$ cat src/hw/rtl/gr5_pkg.sv
// ----------------------------------------------------------------------------
// gr5_pkg
// shared types and constants of the 5-tap row reduce block
// ----------------------------------------------------------------------------
package gr5_pkg;

	localparam int PIX_W       = 8;
	localparam int ROW_WIDTH_W = 13;
	localparam logic [ROW_WIDTH_W-1:0] ROW_WIDTH_RST = 13'd640;

	// kernel sum: a + e + 5(b + d) + 8c + 10, at most 5110
	localparam int SUM_W = 13;
	localparam logic [SUM_W-1:0] SUM_RND = 13'd10;

	// divide by 20 as (sum >> 2) * ceil(2^16 / 5) >> 16
	localparam int QIN_W   = SUM_W - 2;
	localparam int RECIP_W = 14;
	localparam logic [RECIP_W-1:0] RECIP_5 = 14'd13108;
	localparam int RECIP_SH = 16;
	localparam int PROD_W   = QIN_W + RECIP_W;

	// result queue
	localparam int RES_DEPTH = 4;
	localparam int RES_PTR_W = 2;
	localparam int RES_CNT_W = 3;
	localparam int TAPS      = 4;

	typedef struct packed {
		logic [PIX_W-1:0] out_pixel;
		logic             row_end;
		logic             last;
	} res_t;

	typedef struct packed {
		logic vld;
		res_t res;
	} push_t;

endpackage

$ cat src/hw/rtl/gr5_pix_if.sv
// ----------------------------------------------------------------------------
// gr5_pix_if
// source pixel channel, valid/ready
// ----------------------------------------------------------------------------
interface gr5_pix_if;
	logic       valid;
	logic       ready;
	logic [7:0] pixel;

	modport source (output valid, output pixel, input ready);
	modport sink (input valid, input pixel, output ready);
endinterface

$ cat src/hw/rtl/gr5_res_if.sv
// ----------------------------------------------------------------------------
// gr5_res_if
// reduced pixel channel, valid/ready
// ----------------------------------------------------------------------------
interface gr5_res_if;
	logic       valid;
	logic       ready;
	logic [7:0] out_pixel;
	logic       row_end;
	logic       last;

	modport source (output valid, output out_pixel, output row_end, output last,
		input ready);
	modport sink (input valid, input out_pixel, input row_end, input last,
		output ready);
endinterface

$ cat src/hw/rtl/gr5_tap_cell.sv
// ----------------------------------------------------------------------------
// gr5_tap_cell
// one pixel of the row window, shifts to its neighbor on each transaction
// ----------------------------------------------------------------------------
module gr5_tap_cell (
	input  logic                    clk,
	input  logic                    en,
	input  logic [gr5_pkg::PIX_W-1:0] d,
	output logic [gr5_pkg::PIX_W-1:0] q
);
	import gr5_pkg::*;

	logic [PIX_W-1:0] pix_q;

	always_ff @(posedge clk) begin
		if (en) begin
			pix_q <= d;
		end
	end

	assign q = pix_q;
endmodule

$ cat src/hw/rtl/gr5_div20.sv
// ----------------------------------------------------------------------------
// gr5_div20
// kernel sum divided by 20 through a reciprocal multiply
// ----------------------------------------------------------------------------
module gr5_div20 (
	input  logic [gr5_pkg::SUM_W-1:0] sum,
	output logic [gr5_pkg::PIX_W-1:0] quo
);
	import gr5_pkg::*;

	logic [QIN_W-1:0]  quarter;
	logic [PROD_W-1:0] prod;

	assign quarter = sum[SUM_W-1:2];
	assign prod    = PROD_W'(quarter) * PROD_W'(RECIP_5);
	assign quo     = prod[RECIP_SH +: PIX_W];
endmodule

$ cat src/hw/rtl/gr5_res_fifo.sv
// ----------------------------------------------------------------------------
// gr5_res_fifo
// small result queue, takes up to two results per cycle, gives one
// ----------------------------------------------------------------------------
module gr5_res_fifo (
	input  logic                        clk,
	input  logic                        arst_n,
	input  gr5_pkg::push_t              push_a,
	input  gr5_pkg::push_t              push_b,
	input  logic                        pop,
	output gr5_pkg::res_t               head,
	output logic [gr5_pkg::RES_CNT_W-1:0] count
);
	import gr5_pkg::*;

	res_t                 mem [RES_DEPTH];
	logic [RES_PTR_W-1:0] wr_q;
	logic [RES_PTR_W-1:0] rd_q;
	logic [RES_CNT_W-1:0] count_q;
	logic [1:0]           n_push;

	assign n_push = {1'b0, push_a.vld} + {1'b0, push_b.vld};

	always_ff @(posedge clk) begin
		if (push_a.vld) begin
			mem[wr_q] <= push_a.res;
		end
		if (push_b.vld) begin
			mem[wr_q + RES_PTR_W'(push_a.vld)] <= push_b.res;
		end
	end

	always_ff @(posedge clk or negedge arst_n) begin
		if (!arst_n) begin
			wr_q    <= '0;
			rd_q    <= '0;
			count_q <= '0;
		end else begin
			wr_q    <= wr_q + RES_PTR_W'(n_push);
			rd_q    <= rd_q + RES_PTR_W'(pop);
			count_q <= count_q + RES_CNT_W'(n_push) - RES_CNT_W'(pop);
		end
	end

	assign head  = mem[rd_q];
	assign count = count_q;
endmodule

$ cat src/hw/rtl/gauss_reduce_row_5tap.sv
// ----------------------------------------------------------------------------
// gauss_reduce_row_5tap
// halves a pixel row in x with the 1-5-8-5-1 kernel
// ----------------------------------------------------------------------------
// Takes one pixel per clock if ready. Pixel 0 of each row is copied out, each
// even centre from 2 up to two columns before the last even column of the row
// (row_width - 1 rounded down to even) is smoothed with round-half-up division
// by 20, and that last even column is copied out after it with row_end set.
// The window cells and kernel sum are registered once; the results of a pixel
// pass the reciprocal multiply and enter the four-entry queue at the edge after
// the pixel is accepted, and can be taken at the edge after that. The queue
// head drives the result channel, and pixels are refused while queued plus
// pending results exceed two. With results taken every cycle, the pixel after
// the first pixel of a row that follows a two-result row end is refused for
// one cycle, so odd row widths of 5 or more stall the input once per row.
// row_width is clamped to 3..MAX_WIDTH and should be written while idle.
// ----------------------------------------------------------------------------
module gauss_reduce_row_5tap #(
	parameter int MAX_WIDTH = 4096
) (
	input  logic                            clk,
	input  logic                            arst_n,
	input  logic                            cfg_wr_en,
	input  logic [gr5_pkg::ROW_WIDTH_W-1:0] cfg_wr_data,
	gr5_pix_if.sink                         pixels,
	gr5_res_if.source                       results
);
	import gr5_pkg::*;

	localparam int WW = $clog2(MAX_WIDTH + 1);
	localparam int XW = (WW > ROW_WIDTH_W) ? WW : ROW_WIDTH_W;
	localparam logic [XW-1:0] MAXW_X = XW'(MAX_WIDTH);
	localparam logic [XW-1:0] MINW_X = XW'(3);

	logic [ROW_WIDTH_W-1:0] row_width_q;
	logic [WW-1:0]          column_q;
	logic [XW-1:0]          rw_x;
	logic [XW-1:0]          eff_x;
	logic [WW-1:0]          width;
	logic [WW-1:0]          width_m1;
	logic [WW-1:0]          last_col;
	logic [WW-1:0]          col;
	logic [WW-1:0]          col_inc;
	logic                   accept;
	logic                   is_first;
	logic                   is_smooth;
	logic                   is_end;

	logic [PIX_W-1:0]       tap [TAPS];
	logic [SUM_W-1:0]       bd_sum;
	logic [SUM_W-1:0]       k_sum;

	logic [SUM_W-1:0]       sum_s1;
	logic [PIX_W-1:0]       pix_s1;
	logic                   has_a_s1;
	logic                   smooth_s1;
	logic                   has_end_s1;
	logic [PIX_W-1:0]       quo;

	push_t                  push_a;
	push_t                  push_b;
	res_t                   head;
	logic [RES_CNT_W-1:0]   count;
	logic [RES_CNT_W-1:0]   pending;

	// width clamp and column decode
	assign rw_x     = XW'(row_width_q);
	assign eff_x    = (rw_x < MINW_X) ? MINW_X : ((rw_x > MAXW_X) ? MAXW_X : rw_x);
	assign width    = eff_x[WW-1:0];
	assign width_m1 = width - WW'(1);
	assign last_col = {width_m1[WW-1:1], 1'b0};
	assign col      = (column_q >= width) ? '0 : column_q;
	assign col_inc  = col + WW'(1);

	assign is_first  = (col == '0);
	assign is_smooth = (XW'(col) >= XW'(4)) && !col[0] && (col <= last_col);
	assign is_end    = (col == last_col);

	assign accept = pixels.valid && pixels.ready;

	always_ff @(posedge clk or negedge arst_n) begin
		if (!arst_n) begin
			row_width_q <= ROW_WIDTH_RST;
		end else if (cfg_wr_en) begin
			row_width_q <= cfg_wr_data;
		end
	end

	always_ff @(posedge clk or negedge arst_n) begin
		if (!arst_n) begin
			column_q <= '0;
		end else if (accept) begin
			column_q <= (col_inc >= width) ? '0 : col_inc;
		end
	end

	// window cells, tap[0] newest
	for (genvar i = 0; i < TAPS; i++) begin : g_tap
		gr5_tap_cell u_cell (
			.clk (clk),
			.en  (accept),
			.d   ((i == 0) ? pixels.pixel : tap[(i == 0) ? 0 : i - 1]),
			.q   (tap[i])
		);
	end

	assign bd_sum = SUM_W'(tap[2]) + SUM_W'(tap[0]);
	assign k_sum  = SUM_W'(tap[3]) + SUM_W'(pixels.pixel) + (bd_sum << 2) + bd_sum
		+ (SUM_W'(tap[1]) << 3) + SUM_RND;

	always_ff @(posedge clk) begin
		if (accept) begin
			sum_s1    <= k_sum;
			pix_s1    <= pixels.pixel;
			smooth_s1 <= is_smooth;
		end
	end

	always_ff @(posedge clk or negedge arst_n) begin
		if (!arst_n) begin
			has_a_s1   <= 1'b0;
			has_end_s1 <= 1'b0;
		end else begin
			has_a_s1   <= accept && (is_first || is_smooth);
			has_end_s1 <= accept && is_end;
		end
	end

	gr5_div20 u_div (
		.sum (sum_s1),
		.quo (quo)
	);

	// first and second result of the pixel in stage one
	always_comb begin
		push_a.vld = has_a_s1 || has_end_s1;
		if (has_a_s1) begin
			push_a.res.out_pixel = smooth_s1 ? quo : pix_s1;
			push_a.res.row_end   = 1'b0;
			push_a.res.last      = !has_end_s1;
		end else begin
			push_a.res.out_pixel = pix_s1;
			push_a.res.row_end   = 1'b1;
			push_a.res.last      = 1'b1;
		end
		push_b.vld           = has_a_s1 && has_end_s1;
		push_b.res.out_pixel = pix_s1;
		push_b.res.row_end   = 1'b1;
		push_b.res.last      = 1'b1;
	end

	gr5_res_fifo u_fifo (
		.clk    (clk),
		.arst_n (arst_n),
		.push_a (push_a),
		.push_b (push_b),
		.pop    (results.valid && results.ready),
		.head   (head),
		.count  (count)
	);

	assign pending       = count + RES_CNT_W'(has_a_s1) + RES_CNT_W'(has_end_s1);
	assign pixels.ready  = (pending <= RES_CNT_W'(RES_DEPTH - 2));

	assign results.valid     = (count != '0);
	assign results.out_pixel = head.out_pixel;
	assign results.row_end   = head.row_end;
	assign results.last      = head.last;
endmodule

$ cat src/flat_wrapper.sv
// flat-port wrapper written by rule: the top's interface ports become plain ports
module gauss_reduce_row_5tap_flat import gr5_pkg::*;
#(
	parameter int MAX_WIDTH = 4096
)
  (clk, arst_n, cfg_wr_en, cfg_wr_data, pixels_valid, pixels_pixel, pixels_ready, results_valid, results_out_pixel, results_row_end, results_last, results_ready);
  gr5_pix_if pixels_i ();
  gr5_res_if results_i ();
  input  logic clk;
  input  logic arst_n;
  input  logic cfg_wr_en;
  input  logic [gr5_pkg::ROW_WIDTH_W-1:0] cfg_wr_data;
  input wire logic [$bits(pixels_i.valid)-1:0] pixels_valid;
  input wire logic [$bits(pixels_i.pixel)-1:0] pixels_pixel;
  output wire logic [$bits(pixels_i.ready)-1:0] pixels_ready;
  output wire logic [$bits(results_i.valid)-1:0] results_valid;
  output wire logic [$bits(results_i.out_pixel)-1:0] results_out_pixel;
  output wire logic [$bits(results_i.row_end)-1:0] results_row_end;
  output wire logic [$bits(results_i.last)-1:0] results_last;
  input wire logic [$bits(results_i.ready)-1:0] results_ready;
  assign pixels_i.valid = pixels_valid;
  assign pixels_i.pixel = pixels_pixel;
  assign pixels_ready = pixels_i.ready;
  assign results_valid = results_i.valid;
  assign results_out_pixel = results_i.out_pixel;
  assign results_row_end = results_i.row_end;
  assign results_last = results_i.last;
  assign results_i.ready = results_ready;
  gauss_reduce_row_5tap #(.MAX_WIDTH(MAX_WIDTH)) u_core (.clk(clk), .arst_n(arst_n), .cfg_wr_en(cfg_wr_en), .cfg_wr_data(cfg_wr_data), .pixels(pixels_i), .results(results_i));
endmodule
$ cat config.mk
export PLATFORM = sky130hd
export DESIGN_NAME = gauss_reduce_row_5tap_flat
export DESIGN_NICKNAME = d
export VERILOG_FILES = /design/src/hw/rtl/gr5_pkg.sv /design/src/hw/rtl/gr5_pix_if.sv /design/src/hw/rtl/gr5_res_if.sv /design/src/hw/rtl/gr5_tap_cell.sv /design/src/hw/rtl/gr5_div20.sv /design/src/hw/rtl/gr5_res_fifo.sv /design/src/hw/rtl/gauss_reduce_row_5tap.sv /design/src/flat_wrapper.sv
export SDC_FILE = /design/constraint.sdc
export NUM_CORES = 1
export LEC_CHECK = 0
export BUFFER_PORTS_ARGS = -buffer_cell sky130_fd_sc_hd__buf_2
export CAP_MARGIN = 20
export CORE_ASPECT_RATIO = 1.2
export CORE_MARGIN = 3
export CORE_UTILIZATION = 52
export DETAILED_ROUTE_END_ITERATION = 12
export GPL_TIMING_DRIVEN = 1
export PLACE_DENSITY = 0.69
export RECOVER_POWER = 50
export REMOVE_ABC_BUFFERS = 1
export SLEW_MARGIN = 10
export SYNTH_ARGS = -nofsm -noshare
export SYNTH_HDL_FRONTEND = slang
export SYNTH_SLANG_ARGS = --single-unit
$ cat constraint.sdc
create_clock -name clk -period 7 [get_ports clk]
set_input_delay 1.4 -clock clk [delete_from_list [all_inputs] [get_ports clk]]
set_output_delay 1.4 -clock clk [all_outputs]
set_load 0.02 [all_outputs]
* Word-level counts from Yosys, hierarchy flattened
Memories as Yosys holds them, arrays and structs flattened. Index checks and enable logic that the tools add are counted.
Cells by class: add/subtract/negate cells 16, reductions and logical operators 13, order comparisons 7, equal/unequal tests 1, muxes and demuxes 10, $mul 1
Operators by type and width (number):
- 13-bit 2-to-1 mux | 4
- 13-bit adder | 2
- 13-bit greater-or-equal comparator | 2
- 11-bit by 12-bit multiplier with 22-bit output (second input constant) | 1
- 8-bit by 8-bit adder with 9-bit output | 2
- 13-bit by 1-bit adder with 13-bit output (second input constant) | 1
- 13-bit by 11-bit adder with 13-bit output | 1
- 13-bit by 4-bit adder with 13-bit output (second input constant) | 1
- 13-bit == test | 1
- 13-bit by 3-bit greater-or-equal comparator with 1-bit output (second input constant) | 1
- 13-bit greater-than comparator (second input constant) | 1
- 13-bit <= comparator | 1
- 13-bit zero test | 1
- 13-bit by 2-bit less-than comparator with 1-bit output (second input constant) | 1
- 13-bit by 1-bit subtractor with 13-bit output (second input constant) | 1
- 10-bit 2-to-1 mux | 1
- 8-bit 2-to-1 mux | 1
- 1-bit logical AND | 7
- 3-bit by 1-bit adder with 3-bit output | 2
- 2-bit by 1-bit adder with 2-bit output | 2
- 1-bit 2-to-1 mux | 4
- 3-bit by 2-bit adder with 3-bit output | 1
- 3-bit by 2-bit <= comparator with 1-bit output (second input constant) | 1
- 3-bit nonzero test | 1
- other kinds (5) | 7
Word-level totals: output and inout bits 12, register bits after elaboration 81, memories kept 1, word-level logic and storage cells 62, input bits 26, memory bits (writable) 40
Memory list:
- u_core.u_fifo.mem | depth 4, bits a word 10, rd ports 1, clocked after memory_dff 0, wr ports 2, RTL line gr5_res_fifo.sv:16 | res_t mem [RES_DEPTH];

* Depth between registers and ports, before layout
Gate-level depths: netlist of run 1.
depth in word-level cells 10, depth in mapped cells 26

* Cells and area by module
Synthesis of run 1 repeated with hierarchy kept, for this count alone.
Second synthesis, totals: cells, all modules 869, area total of the unflattened synthesis 10224.8 um^2
By module, submodules not included:
- gauss_reduce_row_5tap | instances 1, area an instance 4800.9 um^2, cells an instance 482, sequential area each 1363.8 um^2
- gr5_res_fifo | instances 1, area an instance 2393.5 um^2, cells an instance 135, sequential area each 1376.3 um^2
- gr5_div20 | instances 1, area an instance 2069.5 um^2, cells an instance 220, sequential area each 0.0 um^2
- gr5_tap_cell | instances 4, area an instance 240.2 um^2, cells an instance 8, sequential area each 240.2 um^2

* Least setup slack after synthesis of run 1
OpenSTA, ideal clock, no wires.
path type input-to-reg, start point in pixels_pixel[0], end point reg u_core.sum_s1[12], data pin, setup time 0.258 ns, stages on the path 20, arrival 5.182 ns, required time 6.742 ns, slack 1.561 ns, cells stage by stage ha_1 fa_1 a21oi_1 nor2_1 nor2_1 o21bai_1 a21oi_1 xnor2_1 fa_1 inv_1 fa_1 ha_1 ha_1 inv_1 o21bai_1 a21oi_1 o21ai_0 a21o_1 a21oi_1 xnor2_1
Between the ends: longest elaborated chain between the ends 5
RTL lines:
- from (decl) | RTL line flat_wrapper.sv:14 | input wire logic [$bits(pixels_i.pixel)-1:0] pixels_pixel;
- 8-bit by 8-bit adder with 9-bit output | RTL line gauss_reduce_row_5tap.sv:108 | assign k_sum = SUM_W'(tap[3]) + SUM_W'(pixels.pixel) + (bd_sum << 2) + bd_sum
- 13-bit adder (2 in series) | RTL line gauss_reduce_row_5tap.sv:108
- 13-bit by 11-bit adder with 13-bit output | RTL line gauss_reduce_row_5tap.sv:109 | + (SUM_W'(tap[1]) << 3) + SUM_RND;
- 13-bit by 4-bit adder with 13-bit output | RTL line gauss_reduce_row_5tap.sv:109
- net u_core.k_sum[12] | RTL line gauss_reduce_row_5tap.sv:51 | logic [SUM_W-1:0] k_sum;
- to (signal assigned) | RTL line gauss_reduce_row_5tap.sv:113 | sum_s1 <= k_sum;
- to (decl) | RTL line gauss_reduce_row_5tap.sv:53 | logic [SUM_W-1:0] sum_s1;
The timed path passes the listed nets, and every way through them passes these cells. A chain may end at the register's enable or synchronous reset.

* Worst setup path after layout of run 1
start point reg u_core.row_width_q[8], end point reg u_core.column_q[0]
Between the ends: longest elaborated chain between the ends 8, elaborated cells on any way between the ends 9
RTL lines:
- from (decl) | RTL line gauss_reduce_row_5tap.sv:35 | logic [ROW_WIDTH_W-1:0] row_width_q;
- from (signal assigned) | RTL line gauss_reduce_row_5tap.sv:85 | row_width_q <= cfg_wr_data;
- 13-bit greater-than comparator | RTL line gauss_reduce_row_5tap.sv:68 | assign eff_x = (rw_x < MINW_X) ? MINW_X : ((rw_x > MAXW_X) ? MAXW_X : rw_x);
- 13-bit 2-to-1 mux | RTL line gauss_reduce_row_5tap.sv:68
- 13-bit 2-to-1 mux * | RTL line gauss_reduce_row_5tap.sv:68
- 13-bit greater-or-equal comparator | RTL line gauss_reduce_row_5tap.sv:72 | assign col = (column_q >= width) ? '0 : column_q;
- 13-bit 2-to-1 mux | RTL line gauss_reduce_row_5tap.sv:72
- 13-bit by 1-bit adder with 13-bit output | RTL line gauss_reduce_row_5tap.sv:73 | assign col_inc = col + WW'(1);
- 13-bit greater-or-equal comparator | RTL line gauss_reduce_row_5tap.sv:93 | column_q <= (col_inc >= width) ? '0 : col_inc;
- 13-bit 2-to-1 mux * | RTL line gauss_reduce_row_5tap.sv:93
- to (signal assigned) | RTL line gauss_reduce_row_5tap.sv:93
- to (decl) | RTL line gauss_reduce_row_5tap.sv:36 | logic [WW-1:0] column_q;
Every way passes the cells marked *; elsewhere a longest branch is shown, timed or not.

==> results of run 1 <==
-- cell usage after synthesis, types with 11 or more instances --
library cell	count
ha_1	154
inv_1	127
nand2_1	81
edfxtp_1	76
fa_1	50
a21oi_1	47
nor2_1	36
o21ai_0	34
dfrtp_1	33
xnor2_1	29
xor2_1	21
nand3_1	19
a21o_1	17
a22o_1	16
clkbuf_1	15
o21ai_1	11
-- metal layers --
layer  global-route usage [%]  wire length [um]  up-vias  part of all wire (%)
met3                     3.67               499       34                   2.6
li1                         -                 -     3274                     -
met2                     35.8              9900       93                    52
met1                     25.0              8250     3202                    43
met4                     6.71               480        0                   2.5
met5                        0                 0        -                     0
-- through the flow --
stage | cell area, um^2 | setup WS (ns)
floorplan | 9590 | 1.56
global route | 10600 | 0.666
CTS | 10600 | 1.27
finish | 10600 | 1.26
detailed placement | 10100 | 1.12
global placement | 10100 | 1.20
-- area by class of cell --
class | instances | area [um^2] | share of cell area (%)
Clock buffer | 17 | 425 | 4.00
Timing Repair Buffer | 38 | 180 | 1.70
Tap cell | 220 | 275 | 2.59
Clock inverter | 14 | 150 | 1.41
Multi-Input combinational cell | 646 | 5800 | 54.6
Sequential cell | 119 | 3320 | 31.3
Inverter | 127 | 477 | 4.49
-- critical path, stage by stage, from the launching register on --
cell	delay (ns)
dfrtp_1	0.41
or4_4	0.57
nor4_2	0.23
nand2_2	0.11
o31ai_4	0.32
nand2_1	0.18
ha_1	0.32
a21oi_1	0.15
o21a_1	0.13
o21ai_0	0.09
a21oi_1	0.15
buf_4	0.21
nand2_1	0.09
inv_1	0.10
ha_1	0.24
nand4_1	0.18
nor2b_1	0.21
nand3_1	0.11
xor2_1	0.21
nor2_1	0.07
ha_1	0.32
nand3_1	0.07
a21oi_1	0.11
inv_1	0.06
o21ai_1	0.74
o22ai_1	0.19
-- cells by family after synthesis --
group	share of synthesized area, %
adder cells (fa/ha/maj)	30.3
AND/OR/NAND/NOR	9.08
AO/OA/AOI/OAI	12.5
buffers and inverters	5.57
flip-flops	34.4
XOR/XNOR	4.54
multiplexers	3.60
-- final timing paths --
kind / start / end / slack [ns]
min in group asynchronous: arst_n / u_core.row_width_q[5] / 1.51
worst min-delay path: u_core.g_tap[2].u_cell.q[4] / u_core.g_tap[3].u_cell.q[4] / 0.45
worst max register to register: u_core.row_width_q[8] / u_core.column_q[0] / 1.26
worst max-delay path: u_core.row_width_q[8] / u_core.column_q[0] / 1.26
worst min register to register: u_core.g_tap[2].u_cell.q[4] / u_core.g_tap[3].u_cell.q[4] / 0.45
max in group asynchronous: arst_n / u_core.column_q[9] / 4.37
-- cells in the final DEF (no fill, tap or decap), types with 6 or more instances in the layout --
cell type	synthesis	layout
mux2_2	10	10
inv_1	127	126
a21o_1	17	17
buf_2	1	27
a22o_1	16	16
dfrtp_1	33	33
clkbuf_16	0	17
nand3_1	19	19
o211ai_1	10	10
o31ai_1	10	10
o21ai_1	11	11
mux4_2	10	10
xnor2_1	29	29
ha_1	154	154
nand2b_1	6	6
o21ai_0	34	34
and2_1	10	9
nand2_1	81	81
nor2_1	36	36
clkbuf_1	15	10
o21bai_1	10	10
edfxtp_1	76	76
a21oi_1	47	47
xor2_1	21	21
dfxtp_1	8	8
fa_1	50	50
-- flip-flops by register name, summed over array words and instances (netlist names) --
register and cells:
u_core.row_width_q 13, u_core.g_tap.u_cell.q 32, u_core.u_fifo.mem 40, u_core.sum_s1 11
u_core.u_fifo.wr_q 2, u_core.has_end_s1 1, u_core.has_a_s1 1, u_core.column_q 13
u_core.u_fifo.count 3, u_core.u_fifo.rd_q 2, u_core.smooth_s1 1
==> impl_metrics.env, run 1 <==
export IMPL_netlist_instances=908
export IMPL_max_freq_mhz=174
export IMPL_yosys_cell_types_count=60
export IMPL_final_hold_worst_slack_ns=0.450
export IMPL_clk_latency_ns=0.42
export IMPL_numCtsBuffers=17
export IMPL_cts_buffer_depth=2
export IMPL_slew_viol_final=36
export IMPL_postCtsHoldBufs=0
export IMPL_layout_area_overhead_vs_synth_pct=10.0
export IMPL_core_area_um2=17800
export IMPL_die_area_um2=20200
export IMPL_num_fill_cells=1516
export IMPL_place_inst=1150
export IMPL_drtIter0Drc=320
export IMPL_row_count=53
export IMPL_io_buffers=37
export IMPL_yosysTopAreaCell="edfxtp_1"
export IMPL_routedWlPerCell_um=16.2
export IMPL_via_count=6603
export IMPL_hold_depth=0
export IMPL_initial_core_util_pct=54.1
export IMPL_cts_max_level=4
export IMPL_ys_flop_type="edfxtp_1"
export IMPL_path_max_fanout=16
export IMPL_antennaDiodeCount=0
export IMPL_cts_sinks=119
export IMPL_grt_pass1_wl_um=32800
export IMPL_tightest_slew_ns=1.93
export IMPL_post_cts_resized=0
export IMPL_drive_gt1_share_pct=10.1
export IMPL_synth_top_area_share_pct=23.6
export IMPL_gp_congestion=0.867
export IMPL_die_y_um=155
export IMPL_viasPerCell=5.59
export IMPL_rsz0062_at_grt="no"
export IMPL_drtPass1Iterations=5
export IMPL_slew_headroom_pct=-28.4
export IMPL_min_period_ns=5.74
export IMPL_status="finished, violations left"
export IMPL_antenna_found_initial=0
export IMPL_ant_nets=0
export IMPL_clk_pin_slew_ns=0.06
export IMPL_fin_worst_skew_ns=0.0164
export IMPL_grt_pass1_vias=6911
export IMPL_grt_usage_pct=20.3
export IMPL_end_kind="flip-flop"
export IMPL_tns_ns=0
export IMPL_reg2reg_depth=25
export IMPL_synthArstFlopShare_pct=29.4
export IMPL_hold_viol=0
export IMPL_fin_cells=1181
export IMPL_cp_arrival_ns=5.99
export IMPL_period_share_pct=82.0
export IMPL_drc=0
export IMPL_setup_violations=0
export IMPL_yosysWarnings=0
export IMPL_grt_max_degree=47
export IMPL_grt_overflow=0
export IMPL_min_delay_path_class="flip-flop to flip-flop"
export IMPL_synth_avg_cell_area_um2=10.6
export IMPL_failed_checks="max-capacitance violations, max-slew violations"
export IMPL_required_ns=7.25
export IMPL_nNetsFinal=1179
export IMPL_ys_top_cells_by_area="edfxtp_1 (24%), ha_1 (20%), fa_1 (10%)"
export IMPL_synth_edf_count=76
export IMPL_die_w_um=130
export IMPL_worstSetupPathType="flip-flop to flip-flop"
export IMPL_root_buffer="clkbuf_16"
export IMPL_ys_seq_area_share_pct=34.4
export IMPL_cts_tree="done"
export IMPL_utilization_pct=59.6
export IMPL_cts_setup_buffers=0
export IMPL_dp_hpwl_um=15200
export IMPL_io_pins=38
export IMPL_drt_wl_total_um=19100
export IMPL_cap_violations=1
export IMPL_cp_start_kind="flip-flop"
export IMPL_postSynthRegisterBits=119
export IMPL_synth_area_um2=9660
Power of run 1 is left out: the tool's default activity adds up to more than one toggle a clock period on the data nets, which glitch-free logic cannot reach.
==> inputs of run 2 (changes only) <==
Clock period 7 ns to 5.7 ns, I/O delays scaled along.
==> run 2 against run 1 <==
  * The run still ends with max-capacitance violations, max-slew violations left
  * Sequential share of layout area is 0.29 points lower
  * Clock skew shrank 0.0086 ns
  * Count of clock-buffer cells in the layout did not move
  * Non-clock buffer count is 7 higher
  * Via count is 0.92% higher
  * Die area unchanged
  * Final area up 0.93%
  * Global-route usage rose by 0.18 points
  * Register-to-register slack worse by 0.87 ns
  * Worst hold slack improved by 0.0021 ns
  * Wire length increased by 1.7%
  * Critical endpoint is now u_core.column_q[7]
  * Highest routed layer unchanged
==> impl_metrics.env, run 2 (synthesis gave the netlist of run 1 again) <==
export IMPL_status="finished, violations left"
export IMPL_failed_checks="max-capacitance violations, max-slew violations"
export IMPL_grt_usage_pct=20.5
export IMPL_cts_setup_buffers=0
export IMPL_worstSetupPathType="flip-flop to flip-flop"
export IMPL_die_w_um=130
export IMPL_cap_violations=1
export IMPL_min_period_ns=5.31
export IMPL_antennaDiodeCount=0
export IMPL_grt_pass1_wl_um=32700
export IMPL_grt_overflow=0
export IMPL_fin_cells=1189
export IMPL_tightest_slew_ns=1.93
export IMPL_post_cts_resized=0
export IMPL_viasPerCell=5.60
export IMPL_cts_tree="done"
export IMPL_gp_congestion=0.853
export IMPL_clk_pin_slew_ns=0.06
export IMPL_final_common_cell="ha_1"
export IMPL_drive_gt1_share_pct=10.9
export IMPL_via_count=6664
export IMPL_drtPass1Iterations=5
export IMPL_nNetsFinal=1186
export IMPL_clk_latency_ns=0.42
export IMPL_cts_buffer_depth=2
export IMPL_path_max_fanout=12
export IMPL_required_ns=6.01
export IMPL_drc=0
export IMPL_period_share_pct=93.1
export IMPL_drtIter0Drc=406
export IMPL_regMostFlops="u_core.u_fifo.mem"
export IMPL_setup_violations=0
export IMPL_cts_sinks=119
export IMPL_postCtsHoldBufs=0
export IMPL_die_y_um=155
export IMPL_cts_max_level=4
export IMPL_hold_viol=0
export IMPL_dp_slack_ns=0.109
export IMPL_place_inst=1157
export IMPL_fin_worst_skew_ns=0.00785
export IMPL_min_delay_path_class="flip-flop to flip-flop"
export IMPL_io_buffers=37
export IMPL_grt_max_degree=47
export IMPL_utilization_pct=60.1
export IMPL_row_count=53
export IMPL_routedWlPerCell_um=16.4
export IMPL_slew_headroom_pct=-28.7
export IMPL_die_area_um2=20200
export IMPL_end_kind="flip-flop"
export IMPL_slew_viol_final=36
export IMPL_max_freq_mhz=188
export IMPL_numCtsBuffers=17
export IMPL_drt_wl_total_um=19500
export IMPL_core_area_um2=17800
export IMPL_initial_core_util_pct=54.1
export IMPL_ant_nets=0
export IMPL_cp_arrival_ns=5.62
export IMPL_root_buffer="clkbuf_16"
export IMPL_largest_register_ffs=40
export IMPL_antenna_found_initial=0
export IMPL_layout_area_overhead_vs_synth_pct=11.1
export IMPL_cp_start_kind="flip-flop"
export IMPL_io_pins=38
export IMPL_dp_hpwl_um=15200
export IMPL_grt_pass1_vias=6707
export IMPL_mostFrequentLayoutCells="ha_1 (154), inv_1 (126), nand2_1 (81)"
export IMPL_finalWorstSetupSlack_ns=0.394
[run 2: final timing paths]
check	slack, ns	depth (start not counted)	from	endpoint
min	0.45	0	u_core.g_tap[1].u_cell.q[0]	u_core.g_tap[2].u_cell.q[0]
min reg2reg	0.45	0	u_core.g_tap[1].u_cell.q[0]	u_core.g_tap[2].u_cell.q[0]
max in group asynchronous	3.33	1	arst_n	u_core.column_q[10]
min in group asynchronous	1.26	1	arst_n	u_core.row_width_q[6]
max reg2reg	0.39	21	u_core.row_width_q[8]	u_core.column_q[7]
max	0.39	21	u_core.row_width_q[8]	u_core.column_q[7]
[run 2: critical path, cell delays in order (launching register included)]
cell and delay, ns:
dfrtp_1 0.41, or4_4 0.57, nor4_2 0.25, nand2_2 0.10, o31ai_4 0.28, nand2_1 0.19
ha_1 0.33, nand2_1 0.05, o21a_1 0.15, o21ai_0 0.34, a21oi_2 0.12, and2_1 0.20
ha_1 0.24, xnor2_1 0.28, ha_1 0.29, a21o_1 0.16, a21oi_1 0.17, o21ai_1 0.15
a2111oi_4 0.40, o21ai_1 0.10, buf_4 0.20, o31ai_1 0.21
[run 2: metal layers]
layer | vias to the layer above | global-route usage, % | wire length, um
li1 | 3297 | - | -
met1 | 3225 | 25.9 | 8250
met2 | 108 | 35.8 | 10100
met3 | 34 | 3.23 | 599
met4 | 0 | 6.52 | 463
met5 | - | 0 | 0
[run 2: through the flow]
| stage | setup TNS (ns) | area, um^2 | hold WS, ns |
|---|---|---|---|
| CTS | 0 | 10700 | 0.453 |
| floorplan | 0 | 9590 | 0.426 |
| global route | -0.0265 | 10700 | 0.463 |
| finish | 0 | 10700 | 0.452 |
| global placement | 0 | 10100 | 0.434 |
| detailed placement | 0 | 10100 | 0.439 |
[run 2: layout make-up]
type	count	area (um^2)
Clock buffer	17	425
Multi-Input combinational cell	646	5810
Inverter	127	477
Timing Repair Buffer	45	231
Clock inverter	15	181
Fill cell	1482	7110
Tap cell	220	275
Sequential cell	119	3320
Power of run 2 is left out for the same reason.
